File: src/hdl/tlscs_pkg.sv
`timescale 1ns / 1ps

package tlscs_pkg;

   // Operation codes of an input item.
   localparam logic [1:0] OP_SET    = 2'd0;
   localparam logic [1:0] OP_OFF    = 2'd1;
   localparam logic [1:0] OP_UPDATE = 2'd2;

   // Pending command codes.
   localparam logic [1:0] CMD_NONE = 2'd0;
   localparam logic [1:0] CMD_SET  = 2'd1;
   localparam logic [1:0] CMD_OFF  = 2'd2;

   localparam logic [7:0] SET_OPCODE = 8'h11;
   localparam logic [7:0] OFF_OPCODE = 8'h20;
   localparam logic [7:0] OFF_FILL   = 8'h00;

   localparam int FRAME_BITS    = 16;
   localparam int FRAME_CNT_W   = $clog2(FRAME_BITS);
   localparam int QUEUE_DEPTH   = 2;

   // One complete frame, each lane sent MSB first.
   typedef struct packed {
      logic [FRAME_BITS-1:0] lane_a;
      logic [FRAME_BITS-1:0] lane_b;
      logic [FRAME_BITS-1:0] lane_c;
   } frame_type;

endpackage

File: src/hdl/three_lane_serial_command_sender.sv
`timescale 1ns / 1ps
// Three-lane serial command sender.
// The req_ channel takes commands: queue set (stores three lane bytes), queue off,
// and update, which turns the pending command into one frame of sixteen pulses.
// The rsp_ channel delivers one transfer per pulse: the three lane levels, MSB
// first, and frame_end on the sixteenth pulse. An update with nothing pending,
// and operation code 3, produce no transfers.
// Throughput: the shifter sends one pulse per cycle unless rsp_ready stalls it,
// and frames follow each other without a gap. Commands are taken one per cycle
// as long as the frame queue (QUEUE_DEPTH entries) has room; req_ready drops
// only while it is full.
// With an idle shifter, the first pulse of a frame goes from the update transfer
// through the queue entry, the shift register and the output register.
// When the receiver holds rsp_ready low, the output register keeps its pulse, the
// shifter pauses, and the queue fills before req_ready falls.
// Reset clears the pending command, the queue and the shifter; no pulse is lost
// or repeated across a stall.
module three_lane_serial_command_sender #(
   parameter int QUEUE_DEPTH = tlscs_pkg::QUEUE_DEPTH
) (
   input  logic       clock,
   input  logic       reset,
   input  logic       req_valid,
   output logic       req_ready,
   input  logic [1:0] req_operation,
   input  logic [7:0] req_value_a,
   input  logic [7:0] req_value_b,
   input  logic [7:0] req_value_c,
   output logic       rsp_valid,
   input  logic       rsp_ready,
   output logic       rsp_lane_a_bit,
   output logic       rsp_lane_b_bit,
   output logic       rsp_lane_c_bit,
   output logic       rsp_frame_end
);
   import tlscs_pkg::*;

   logic      push_valid;
   logic      push_ready;
   frame_type push_frame;
   logic      pop_valid;
   logic      pop_ready;
   frame_type pop_frame;

   tlscs_front u_front (
      .clock         (clock),
      .reset         (reset),
      .req_valid     (req_valid),
      .req_ready     (req_ready),
      .req_operation (req_operation),
      .req_value_a   (req_value_a),
      .req_value_b   (req_value_b),
      .req_value_c   (req_value_c),
      .push_valid    (push_valid),
      .push_ready    (push_ready),
      .push_frame    (push_frame)
   );

   tlscs_queue #(
      .DEPTH (QUEUE_DEPTH)
   ) u_queue (
      .clock     (clock),
      .reset     (reset),
      .in_valid  (push_valid),
      .in_ready  (push_ready),
      .in_frame  (push_frame),
      .out_valid (pop_valid),
      .out_ready (pop_ready),
      .out_frame (pop_frame)
   );

   tlscs_back u_back (
      .clock          (clock),
      .reset          (reset),
      .frame_valid    (pop_valid),
      .frame_ready    (pop_ready),
      .frame          (pop_frame),
      .rsp_valid      (rsp_valid),
      .rsp_ready      (rsp_ready),
      .rsp_lane_a_bit (rsp_lane_a_bit),
      .rsp_lane_b_bit (rsp_lane_b_bit),
      .rsp_lane_c_bit (rsp_lane_c_bit),
      .rsp_frame_end  (rsp_frame_end)
   );

endmodule

File: src/hdl/tlscs_front.sv
`timescale 1ns / 1ps

module tlscs_front (
   input  logic                clock,
   input  logic                reset,
   input  logic                req_valid,
   output logic                req_ready,
   input  logic [1:0]          req_operation,
   input  logic [7:0]          req_value_a,
   input  logic [7:0]          req_value_b,
   input  logic [7:0]          req_value_c,
   output logic                push_valid,
   input  logic                push_ready,
   output tlscs_pkg::frame_type push_frame
);
   import tlscs_pkg::*;

   logic [1:0] pending_ff;
   logic [1:0] pending_in;
   logic [7:0] value_a_ff;
   logic [7:0] value_b_ff;
   logic [7:0] value_c_ff;
   logic       take;

   // Every transfer waits for queue room, so an update never has to be held here.
   assign req_ready = push_ready;
   assign take      = req_valid && req_ready;

   always_comb begin
      pending_in = pending_ff;
      if (take) begin
         case (req_operation)
            OP_SET:    pending_in = CMD_SET;
            OP_OFF:    pending_in = CMD_OFF;
            OP_UPDATE: pending_in = CMD_NONE;
            default:   pending_in = pending_ff;
         endcase
      end
   end

   always_ff @(posedge clock) begin
      if (reset) begin
         pending_ff <= CMD_NONE;
      end else begin
         pending_ff <= pending_in;
      end
   end

   always_ff @(posedge clock) begin
      if (take && req_operation == OP_SET) begin
         value_a_ff <= req_value_a;
         value_b_ff <= req_value_b;
         value_c_ff <= req_value_c;
      end
   end

   assign push_valid = take && req_operation == OP_UPDATE && pending_ff != CMD_NONE;

   always_comb begin
      if (pending_ff == CMD_SET) begin
         push_frame.lane_a = {SET_OPCODE, value_a_ff};
         push_frame.lane_b = {SET_OPCODE, value_b_ff};
         push_frame.lane_c = {SET_OPCODE, value_c_ff};
      end else begin
         push_frame.lane_a = {OFF_OPCODE, OFF_FILL};
         push_frame.lane_b = {OFF_OPCODE, OFF_FILL};
         push_frame.lane_c = {OFF_OPCODE, OFF_FILL};
      end
   end

endmodule

File: src/hdl/tlscs_queue.sv
`timescale 1ns / 1ps

module tlscs_queue #(
   parameter int DEPTH = tlscs_pkg::QUEUE_DEPTH
) (
   input  logic                clock,
   input  logic                reset,
   input  logic                in_valid,
   output logic                in_ready,
   input  tlscs_pkg::frame_type in_frame,
   output logic                out_valid,
   input  logic                out_ready,
   output tlscs_pkg::frame_type out_frame
);
   import tlscs_pkg::*;

   localparam int PTR_W = (DEPTH > 1) ? $clog2(DEPTH) : 1;
   localparam int CNT_W = $clog2(DEPTH + 1);

   frame_type        entry_ff [DEPTH];
   logic [PTR_W-1:0] wr_ptr_ff;
   logic [PTR_W-1:0] rd_ptr_ff;
   logic [CNT_W-1:0] count_ff;
   logic [PTR_W-1:0] wr_ptr_in;
   logic [PTR_W-1:0] rd_ptr_in;
   logic [CNT_W-1:0] count_in;
   logic             push;
   logic             pop;

   assign in_ready  = count_ff != CNT_W'(DEPTH);
   assign out_valid = count_ff != '0;
   assign out_frame = entry_ff[rd_ptr_ff];
   assign push      = in_valid && in_ready;
   assign pop       = out_valid && out_ready;

   always_comb begin
      wr_ptr_in = wr_ptr_ff;
      rd_ptr_in = rd_ptr_ff;
      count_in  = count_ff;
      if (push) begin
         wr_ptr_in = (wr_ptr_ff == PTR_W'(DEPTH - 1)) ? '0 : wr_ptr_ff + 1'b1;
      end
      if (pop) begin
         rd_ptr_in = (rd_ptr_ff == PTR_W'(DEPTH - 1)) ? '0 : rd_ptr_ff + 1'b1;
      end
      if (push && !pop) begin
         count_in = count_ff + 1'b1;
      end else if (pop && !push) begin
         count_in = count_ff - 1'b1;
      end
   end

   always_ff @(posedge clock) begin
      if (reset) begin
         wr_ptr_ff <= '0;
         rd_ptr_ff <= '0;
         count_ff  <= '0;
      end else begin
         wr_ptr_ff <= wr_ptr_in;
         rd_ptr_ff <= rd_ptr_in;
         count_ff  <= count_in;
      end
   end

   always_ff @(posedge clock) begin
      if (push) begin
         entry_ff[wr_ptr_ff] <= in_frame;
      end
   end

endmodule

File: src/hdl/tlscs_back.sv
`timescale 1ns / 1ps

module tlscs_back (
   input  logic                clock,
   input  logic                reset,
   input  logic                frame_valid,
   output logic                frame_ready,
   input  tlscs_pkg::frame_type frame,
   output logic                rsp_valid,
   input  logic                rsp_ready,
   output logic                rsp_lane_a_bit,
   output logic                rsp_lane_b_bit,
   output logic                rsp_lane_c_bit,
   output logic                rsp_frame_end
);
   import tlscs_pkg::*;

   frame_type              shift_ff;
   frame_type              shift_in;
   logic                   active_ff;
   logic                   active_in;
   logic [FRAME_CNT_W-1:0] bit_cnt_ff;
   logic [FRAME_CNT_W-1:0] bit_cnt_in;
   logic                   valid_ff;
   logic                   valid_in;
   logic                   lane_a_ff;
   logic                   lane_b_ff;
   logic                   lane_c_ff;
   logic                   end_ff;
   logic                   advance;
   logic                   last_bit;

   // A pulse moves into the output register whenever that register is free or being taken.
   assign advance     = active_ff && (!valid_ff || rsp_ready);
   assign last_bit    = bit_cnt_ff == FRAME_CNT_W'(FRAME_BITS - 1);
   assign frame_ready = !active_ff || (advance && last_bit);

   always_comb begin
      shift_in   = shift_ff;
      active_in  = active_ff;
      bit_cnt_in = bit_cnt_ff;
      valid_in   = valid_ff && !rsp_ready;
      if (advance) begin
         valid_in        = 1'b1;
         shift_in.lane_a = {shift_ff.lane_a[FRAME_BITS-2:0], 1'b0};
         shift_in.lane_b = {shift_ff.lane_b[FRAME_BITS-2:0], 1'b0};
         shift_in.lane_c = {shift_ff.lane_c[FRAME_BITS-2:0], 1'b0};
         bit_cnt_in      = bit_cnt_ff + 1'b1;
         if (last_bit) begin
            active_in = 1'b0;
         end
      end
      if (frame_valid && frame_ready) begin
         shift_in   = frame;
         active_in  = 1'b1;
         bit_cnt_in = '0;
      end
   end

   always_ff @(posedge clock) begin
      if (reset) begin
         active_ff  <= 1'b0;
         valid_ff   <= 1'b0;
         bit_cnt_ff <= '0;
      end else begin
         active_ff  <= active_in;
         valid_ff   <= valid_in;
         bit_cnt_ff <= bit_cnt_in;
      end
   end

   always_ff @(posedge clock) begin
      shift_ff <= shift_in;
      if (advance) begin
         lane_a_ff <= shift_ff.lane_a[FRAME_BITS-1];
         lane_b_ff <= shift_ff.lane_b[FRAME_BITS-1];
         lane_c_ff <= shift_ff.lane_c[FRAME_BITS-1];
         end_ff    <= last_bit;
      end
   end

   assign rsp_valid      = valid_ff;
   assign rsp_lane_a_bit = lane_a_ff;
   assign rsp_lane_b_bit = lane_b_ff;
   assign rsp_lane_c_bit = lane_c_ff;
   assign rsp_frame_end  = end_ff;

endmodule
File: config.mk
export PLATFORM = sky130hd
export DESIGN_NAME = three_lane_serial_command_sender
export DESIGN_NICKNAME = d
export VERILOG_FILES = /design/src/hdl/tlscs_pkg.sv /design/src/hdl/three_lane_serial_command_sender.sv /design/src/hdl/tlscs_front.sv /design/src/hdl/tlscs_queue.sv /design/src/hdl/tlscs_back.sv
export SDC_FILE = /design/constraint.sdc
export NUM_CORES = 1
export LEC_CHECK = 0
export ABC_AREA = 1
export BUFFER_PORTS_ARGS = -buffer_cell sky130_fd_sc_hd__buf_2
export CORE_MARGIN = 4
export CORE_UTILIZATION = 48
export DETAILED_ROUTE_END_ITERATION = 7
export PLACE_DENSITY_LB_ADDON = 0.3
export SKIP_CTS_REPAIR_TIMING = 1
export SLEW_MARGIN = 20
export SYNTH_ARGS = -nofsm -noshare
export SYNTH_HDL_FRONTEND = slang
export SYNTH_HIERARCHICAL = 1
export SYNTH_SLANG_ARGS = --single-unit
File: constraint.sdc
create_clock -name clock -period 5.9 [get_ports clock]
set_input_delay 0.59 -clock clock [delete_from_list [all_inputs] [get_ports clock]]
set_output_delay 0.59 -clock clock [all_outputs]
set_load 0.02 [all_outputs]
==> impl_results.md, run 1 <==
* DP HPWL at approximately 6.4 mm
* Worst stage delay on the critical path at between 700 and 800 ps
* Ranking of synthesized cells by area: edfxtp_1 (67%), nand2_1 (5.4%), mux2_2 (4.1%)
* Layout cells sized above 1 at a little under a quarter
* Initial Utilization at around 49%
* Largest net degree at the start of global routing at 52
* Top cell type's share of synthesized area at between 60% and 70%
* Worst skew pair latency at ~420 ps
* Global-route met2 utilization at 22.8%
* Critical path arrival at 3350 ps
* Gp weighted congestion at about 0.72
* Seq/Total Area, Yosys at 70.2%
* Global-route wire length before repair at about 19 mm
* Cells after DPL at between 700 and 800
* EDFF count, synth at between 150 and 200
* Drc violations at 0
* CTS H-tree lvls at 4
* Final WS setup at about 2600 ps
* CTS clock-pin slew for the worst setup and hold paths at approximately 60 ps
* Mean Syn Cell Area at about 14 sq um
* Vias per cell at around 4.8
* Place WS at between 2000 and 2500 ps
* Clock tree buffer depth at 2
* Sw frac at a little under a third
* Root Buffer: clkbuf_16
* GR Util met1 at 16.6%
* Leak pwr at about 0.0033 uW
* Netlist cell types at 26
* Clock net sink count at between 150 and 200
* Rel. slew slack at between 30% and 40%
* First-pass DRT Iterations at 4
* Synth warn at 6
* CTS tree: built
* Total track usage at 13.6%
* RSZ-0062 raised after global routing: false
* Post-layout minimum cycle time at roughly 3300 ps
* Ant. Diodes at 0
* Nets at between 600 and 700
* Via count at 3,917
* Worst r2r src: u_back/bit_cnt_ff[0]
* Die ar. at around 18,000 sq um
* Startpoint Class: flip-flop
* Die X at 135 um
* I/O pin count at 36
* Fin crit share at a little under three fifths
* FFs w/ async S/R, synth at 0%
* CP Launch Point: u_back/bit_cnt_ff[0]
* Core ar. at roughly 16,000 sq um
* Initial drt markers at roughly 270
* Area growth, synth to finish at 9.80%
* Status: finished clean
* Hold Startpoint: req_value_b[5]
* Required time of the critical path at between 5000 and 6000 ps
* Internal at just under 3000 uW
* Syn Inst Count at about 560
* Number of core rows at 46
* Synth cell count leaders: edfxtp_1 (172), nand2_1 (112), inv_1 (50), nor2_1 (48), nand3_1 (40)
* Power Dens Cells at between 400 and 500 nW/um^2
* Crit-path slowest cell: nand2_4
* Clock skew at about 7.9 ps
* Antenna violations before repair at 0
* Max Cap Viol at 0
* Setup TNS at 0 ps
* I/O Buffers at 35
* Worst VDD drop at 286 uV
* Vias in the first global route at between 3,000 and 4,000
* Worst hold path class: input pin to flip-flop
* Total congestion overflow at 0
* Final hold viol count at 0
* Crit path max fanout at 51
* Crit path cell chain: ha_1, inv_1, nor2_2, nand2_2, nand2_4, nand2_2, nand2_4
* Drt wl/cell at approximately 14 um
* Most numerous cell in the Yosys netlist: edfxtp_1
* Die height at about 130 um
* Worst setup path category: flip-flop to flip-flop
* Biggest area consumer among synthesized cells: edfxtp_1
* Highest clock rate at slightly above 300 MHz
* Final Setup Violations at 0
* Remaining antenna violation count at 0
* Worst slew pin tran at around 970 ps
* Post-synthesis cell area at 7720 sq um
* #FFs+latches synth at 185
* Met3 Usage GRT at 3.28%
* Final Instance Count excl. Fillers at a little over 800
* Clock share of power at between 20% and 30%
* TritonCTS buffer count at 17
* Slew Viols, Final at 0
* Most used DFF post-synth: edfxtp_1
* Sequential power share at a little under half
* Routed WL at around 11 mm
* P_sw at around 1300 uW
* Critical Path End Type: flip-flop
* GRT busiest layer: met2
* Logic pwr share at roughly 27%
[power groups by stage]
stage / clock network, uW / registers (uW) / logic [uW]
after floorplan: 0 / 1960 / 997
after global placement: 0 / 1950 / 1080
after detailed placement: 0 / 1960 / 1120
after CTS: 1150 / 1940 / 1130
after global routing: 1200 / 1950 / 1270
final: 1120 / 1930 / 1120
[flip-flops by register name, summed over array words and instances, names as in the netlist, 2 cells and up, named ones only]
signal	flops
u_front/value_b_ff	8
u_queue/entry_ff	96
u_back/shift_ff	48
u_front/value_c_ff	8
u_front/value_a_ff	8
u_queue/count_ff	2
u_front/pending_ff	2
u_back/bit_cnt_ff	4
[logic make-up after synthesis]
logic type	after synthesis	share of synthesized area, %
adders and majority gates	6	0.972
buffers and inverters	95	7.61
and+or+nand+nor	218	12.4
DFF	185	70.2
other	1	0.0485
AOI/OAI and AO/OA	8	0.696
muxes	48	7.97
xor gates and xnor gates	1	0.113
[final timing paths]
check	slack, ps	to	cells after the start
setup reg to reg	2600	u_back/shift_ff[26]	7
hold / removal	340	u_front/value_b_ff[5]	1
setup / recovery	2600	u_back/shift_ff[26]	7
hold reg to reg	420	u_back/rsp_lane_a_bit	0
[stage by stage]
stage,cell area [sq um],power (uW),hold slack [ps],utilization (%)
6_report,8480,4170,341,53.6
5_1_grt,8480,4430,319,53.6
4_1_cts,8480,4210,320,53.6
3_5_place_dp,7880,3080,410,49.8
3_3_place_gp,7880,3040,404,49.8
2_1_floorplan,7780,2960,400,-
[worst max-delay path: cells and delay by family, from the launching register on]
family,cells,cell delay [ps]
adders and majority gates,1,190
buffers and inverters,1,70
DFF,1,380
and+or+nand+nor,5,2200
[area by class of cell]
| cell class | instances | area [sq um] |
|---|---|---|
| inverters | 50 | 188 |
| clock inverters | 8 | 91.3 |
| repair buffers | 40 | 213 |
| multi-input cells | 296 | 1790 |
| clock buffers | 24 | 502 |
| fillers | 1276 | 7350 |
| flip-flops and latches | 185 | 5430 |
| well taps | 216 | 270 |
[placed cells by master, fill, tap and decap left out]
cell        count
nand4_1         2
bufinv_16       2
nor2_2          2
ha_1            6
dfxtp_1        12
nand3_1        40
nor2_1         45
edfxtp_1      172
nand2_4         2
clkbuf_16      17
xnor2_1         1
a21oi_1         3
clkbuf_8        5
clkinvlp_4      1
o21ai_0         3
o21bai_1        1
clkbuf_1        2
clkinv_2        4
nand3_2        10
dfxtp_2         1
mux2_2         28
nor3_1          1
mux2_4         20
a21oi_4         1
buf_4           5
inv_1          50
nand2_2         4
conb_1         15
nor2_4          2
nand2_1       110
buf_2          35
clkinv_1        1
[per-layer routing]
layer | wire, um | share of wire (%)
met1 | 4970 | 43
met2 | 5900 | 51
met3 | 389 | 3.4
met4 | 226 | 2.0
met5 | 0 | 0
(Power assumes the default switching activity.)
==> run 2, diff against run 1 <==
==> constraint.sdc (replaced) <==
create_clock -name clock -period 3.17 [get_ports clock]
set_input_delay 0.317 -clock clock [delete_from_list [all_inputs] [get_ports clock]]
set_output_delay 0.317 -clock clock [all_outputs]
set_load 0.02 [all_outputs]
==> run 2 against run 1 <==
  * Register-to-register slack worse by 1700 ps
  * Flip-flop and latch count stayed put
  * Hold slack worse by 280 ps
  * Combinational power is 85% higher
  * Design area is 0.16% higher
  * Total power is 86% higher
  * Wire length is 0.82% higher
  * Critical path type unchanged
  * Critical endpoint is now u_queue/count_ff[1]
  * Largest cell class unchanged
  * Largest power group unchanged
==> impl_results.md, run 2 (synthesized netlist as in run 1, its figures left out) <==
* Nets at 629 (+0.48%)
* I/O pin count at 36 (unchanged)
* Final Instance Count excl. Fillers at 822 (+0.37%)
* Gp weighted congestion at 0.670 (-7.1%)
* Worst R2R Path Depth at 13 (+6)
* Initial drt markers at 232 (-15%)
* Drt wl/cell at 14.1 um (+0.45%)
* Vias in the first global route at 4,105 (+2.7%)
* Critical path arrival at 2640 ps (-710 ps)
* Hold path endpoint: u_front/value_a_ff[0]
* Total track usage at 13.9% (+0.27 points)
* Hold Path Depth at 1 (unchanged)
* Fillers at 1,285 (+0.71%)
* Remaining antenna violation count at 0 (unchanged)
* Most common cell after layout, fill and taps aside: edfxtp_1
* CTS tree: built
* Number of core rows at 46 (unchanged)
* Fin crit share at 71.9% (+16 points)
* CTS H-tree lvls at 4 (unchanged)
* Number of flip-flops in the largest register at 96 (unchanged)
* Initial Utilization at 48.8% (unchanged)
* I/O Buffers at 35 (unchanged)
* Status: finished clean
* TritonCTS buffer count at 17 (unchanged)
* Required time of the critical path at 3530 ps (-2420 ps)
* Critical Path End Type: flip-flop
* Logic pwr share at 26.7% (about the same)
* Cells after DPL at 790 (+0.38%)
* Power Dens Cells at 913 nW/um^2 (+86%)
* RSZ-0062 raised after global routing: false
* Worst skew pair latency at 420 ps (about the same)
* Largest net degree at the start of global routing at 51 (-1.9%)
* Final hold viol count at 0 (unchanged)
* Via count at 3,940 (+0.59%)
* Area growth, synth to finish at 9.98%
* DP HPWL at 6.67 mm (+4.2%)
* Sw frac at 31.3% (+0.89 points)
* Wire length on met2 at 5.97 mm (+1.3%)
* DRT met1 WL at 4.92 mm (-0.89%)
* Layout cells sized above 1 at 23.9% (+0.88 points)
* Worst hold slack at 61.9 ps (-279 ps)
* Max Cap Viol at 0 (unchanged)
* Worst VDD drop at 569 uV (+99%)
* Hold Startpoint: req_value_a[0]
* Place WS at 863 ps (-1340 ps)
* CTS clock-pin slew for the worst setup and hold paths at 60 ps (about the same)
* Tot Pwr at 7760 uW (+86%)
* Ant. Diodes at 0 (unchanged)
* First-pass DRT Iterations at 4 (unchanged)
* Most frequent cells in the layout: edfxtp_1 (172), nand2_1 (110), inv_1 (50), nor2_1 (45), nand3_1 (40)
* Global-route wire length before repair at 19.5 mm (+1.4%)
* Worst r2r src: u_back/bit_cnt_ff[0]
* Die X at 135 um (unchanged)
* Drc violations at 0 (unchanged)
* Placed cell area at 7920 sq um (+0.44%)
* Highest clock rate at 439 MHz (+45%)
* P_sw at 2430 uW (+92%)
* Crit path max fanout at 49 (-3.9%)
* R2R Setup Slk at 890 ps (-1710 ps)
* Worst hold path class: input pin to flip-flop
* Root Buffer: clkbuf_16
* Startpoint Class: flip-flop
* Clock tree buffer depth at 2 (unchanged)
* Total congestion overflow at 0 (unchanged)
* Rel. slew slack at 52.7% (+17 points)
* Post-layout minimum cycle time at 2280 ps (-1020 ps)
* Clock net sink count at 185 (unchanged)
* Clock share of power at 26.3% (-0.6 points)
* Worst setup path category: flip-flop to flip-flop
* Worst slew pin tran at 709 ps (-259 ps)
* Sequential power share at 47.1% (+0.8 points)
* Antenna violations before repair at 0 (unchanged)
* Routed wl met3 at 432 um (+11%)
* Top flop regs: u_queue/entry_ff (96), u_back/shift_ff (48)
* Die height at 135 um (unchanged)
* Core ar. at 15,800 sq um (unchanged)
* Routed WL at 11.6 mm (+0.82%)
* Biggest register: u_queue/entry_ff
* Final instance area at 8500 sq um (+0.16%)
* Top sig layer: met4
* Slew Viols, Final at 0 (unchanged)
* Die ar. at 18,200 sq um (unchanged)
* Final Setup Violations at 0 (unchanged)
* Clock skew at 6.90 ps (-0.971 ps)
* R2r endpoint: u_queue/count_ff[1]
* Leak pwr at 0.00333 uW (about the same)
* Internal at 5330 uW (+84%)
* Final WS setup at 890 ps (-1710 ps)
* Vias per cell at 4.79 (+0.22%)
==> run 2: cell types whose count changed in the layout (fill, tap and decap cells not counted), sizes merged <==
cell      previous run  this run
inv                 50        52
clkinvlp             1         3
buf                 40        43
clkbuf              24        17
clkinv               5         8
==> run 2: critical path, stage by stage, from the launching register on <==
cell	delay, ps
dfxtp_1	390
ha_1	200
inv_1	70
nor2_2	130
nand2_2	80
nand2_4	60
buf_4	480
nand2_1	120
ha_1	330
inv_1	90
nand3_1	90
nand2_1	60
inv_1	40
nor2_1	90
==> run 2: per-layer routing <==
layer | track usage [%] | vias to the layer above
li1 | - | 1949
met1 | 15.8 | 1912
met2 | 24.0 | 62
met3 | 4.17 | 17
met4 | 6.50 | 0
met5 | 0 | -
==> run 2: stage by stage <==
step	utilization [%]	TNS, ps
after global routing	53.7	0
after global placement	50.0	0
final	53.7	0
after CTS	53.7	0
after floorplan	-	-8040
after detailed placement	50.0	0
==> run 2: power groups by stage <==
stage | Sequential, uW | Combinational [uW] | Clock [uW]
6_report | 3650 | 2070 | 2040
5_1_grt | 3700 | 2340 | 2190
4_1_cts | 3660 | 2100 | 2090
3_5_place_dp | 3710 | 2090 | 0
3_3_place_gp | 3690 | 2000 | 0
2_1_floorplan | 3650 | 1860 | 0
==> run 2: how the worst max path moves through the flow <==
stage	end	slack [ps]	start	cells after the start
2_1_floorplan	u_queue/entry_ff[0][0]	-80	u_queue/count_ff[0]	6
3_3_place_gp	u_queue/count_ff[1]	1030	u_back/bit_cnt_ff[0]	13
3_5_place_dp	u_queue/count_ff[1]	860	u_back/bit_cnt_ff[0]	13
4_1_cts	u_queue/count_ff[1]	840	u_back/bit_cnt_ff[0]	13
5_1_grt	u_queue/count_ff[1]	660	u_back/bit_cnt_ff[0]	13
6_report	u_queue/count_ff[1]	890	u_back/bit_cnt_ff[0]	13
==> run 2: area by class of cell <==
class                   instances  area, sq um  area share [%]
repair buffers                 43          248            2.92
clock buffers                  17          425            5.01
well taps                     216          270            3.18
flip-flops and latches        185         5430            63.9
inverters                      50          188            2.21
clock inverters                15          151            1.78
multi-input cells             296         1790            21.0
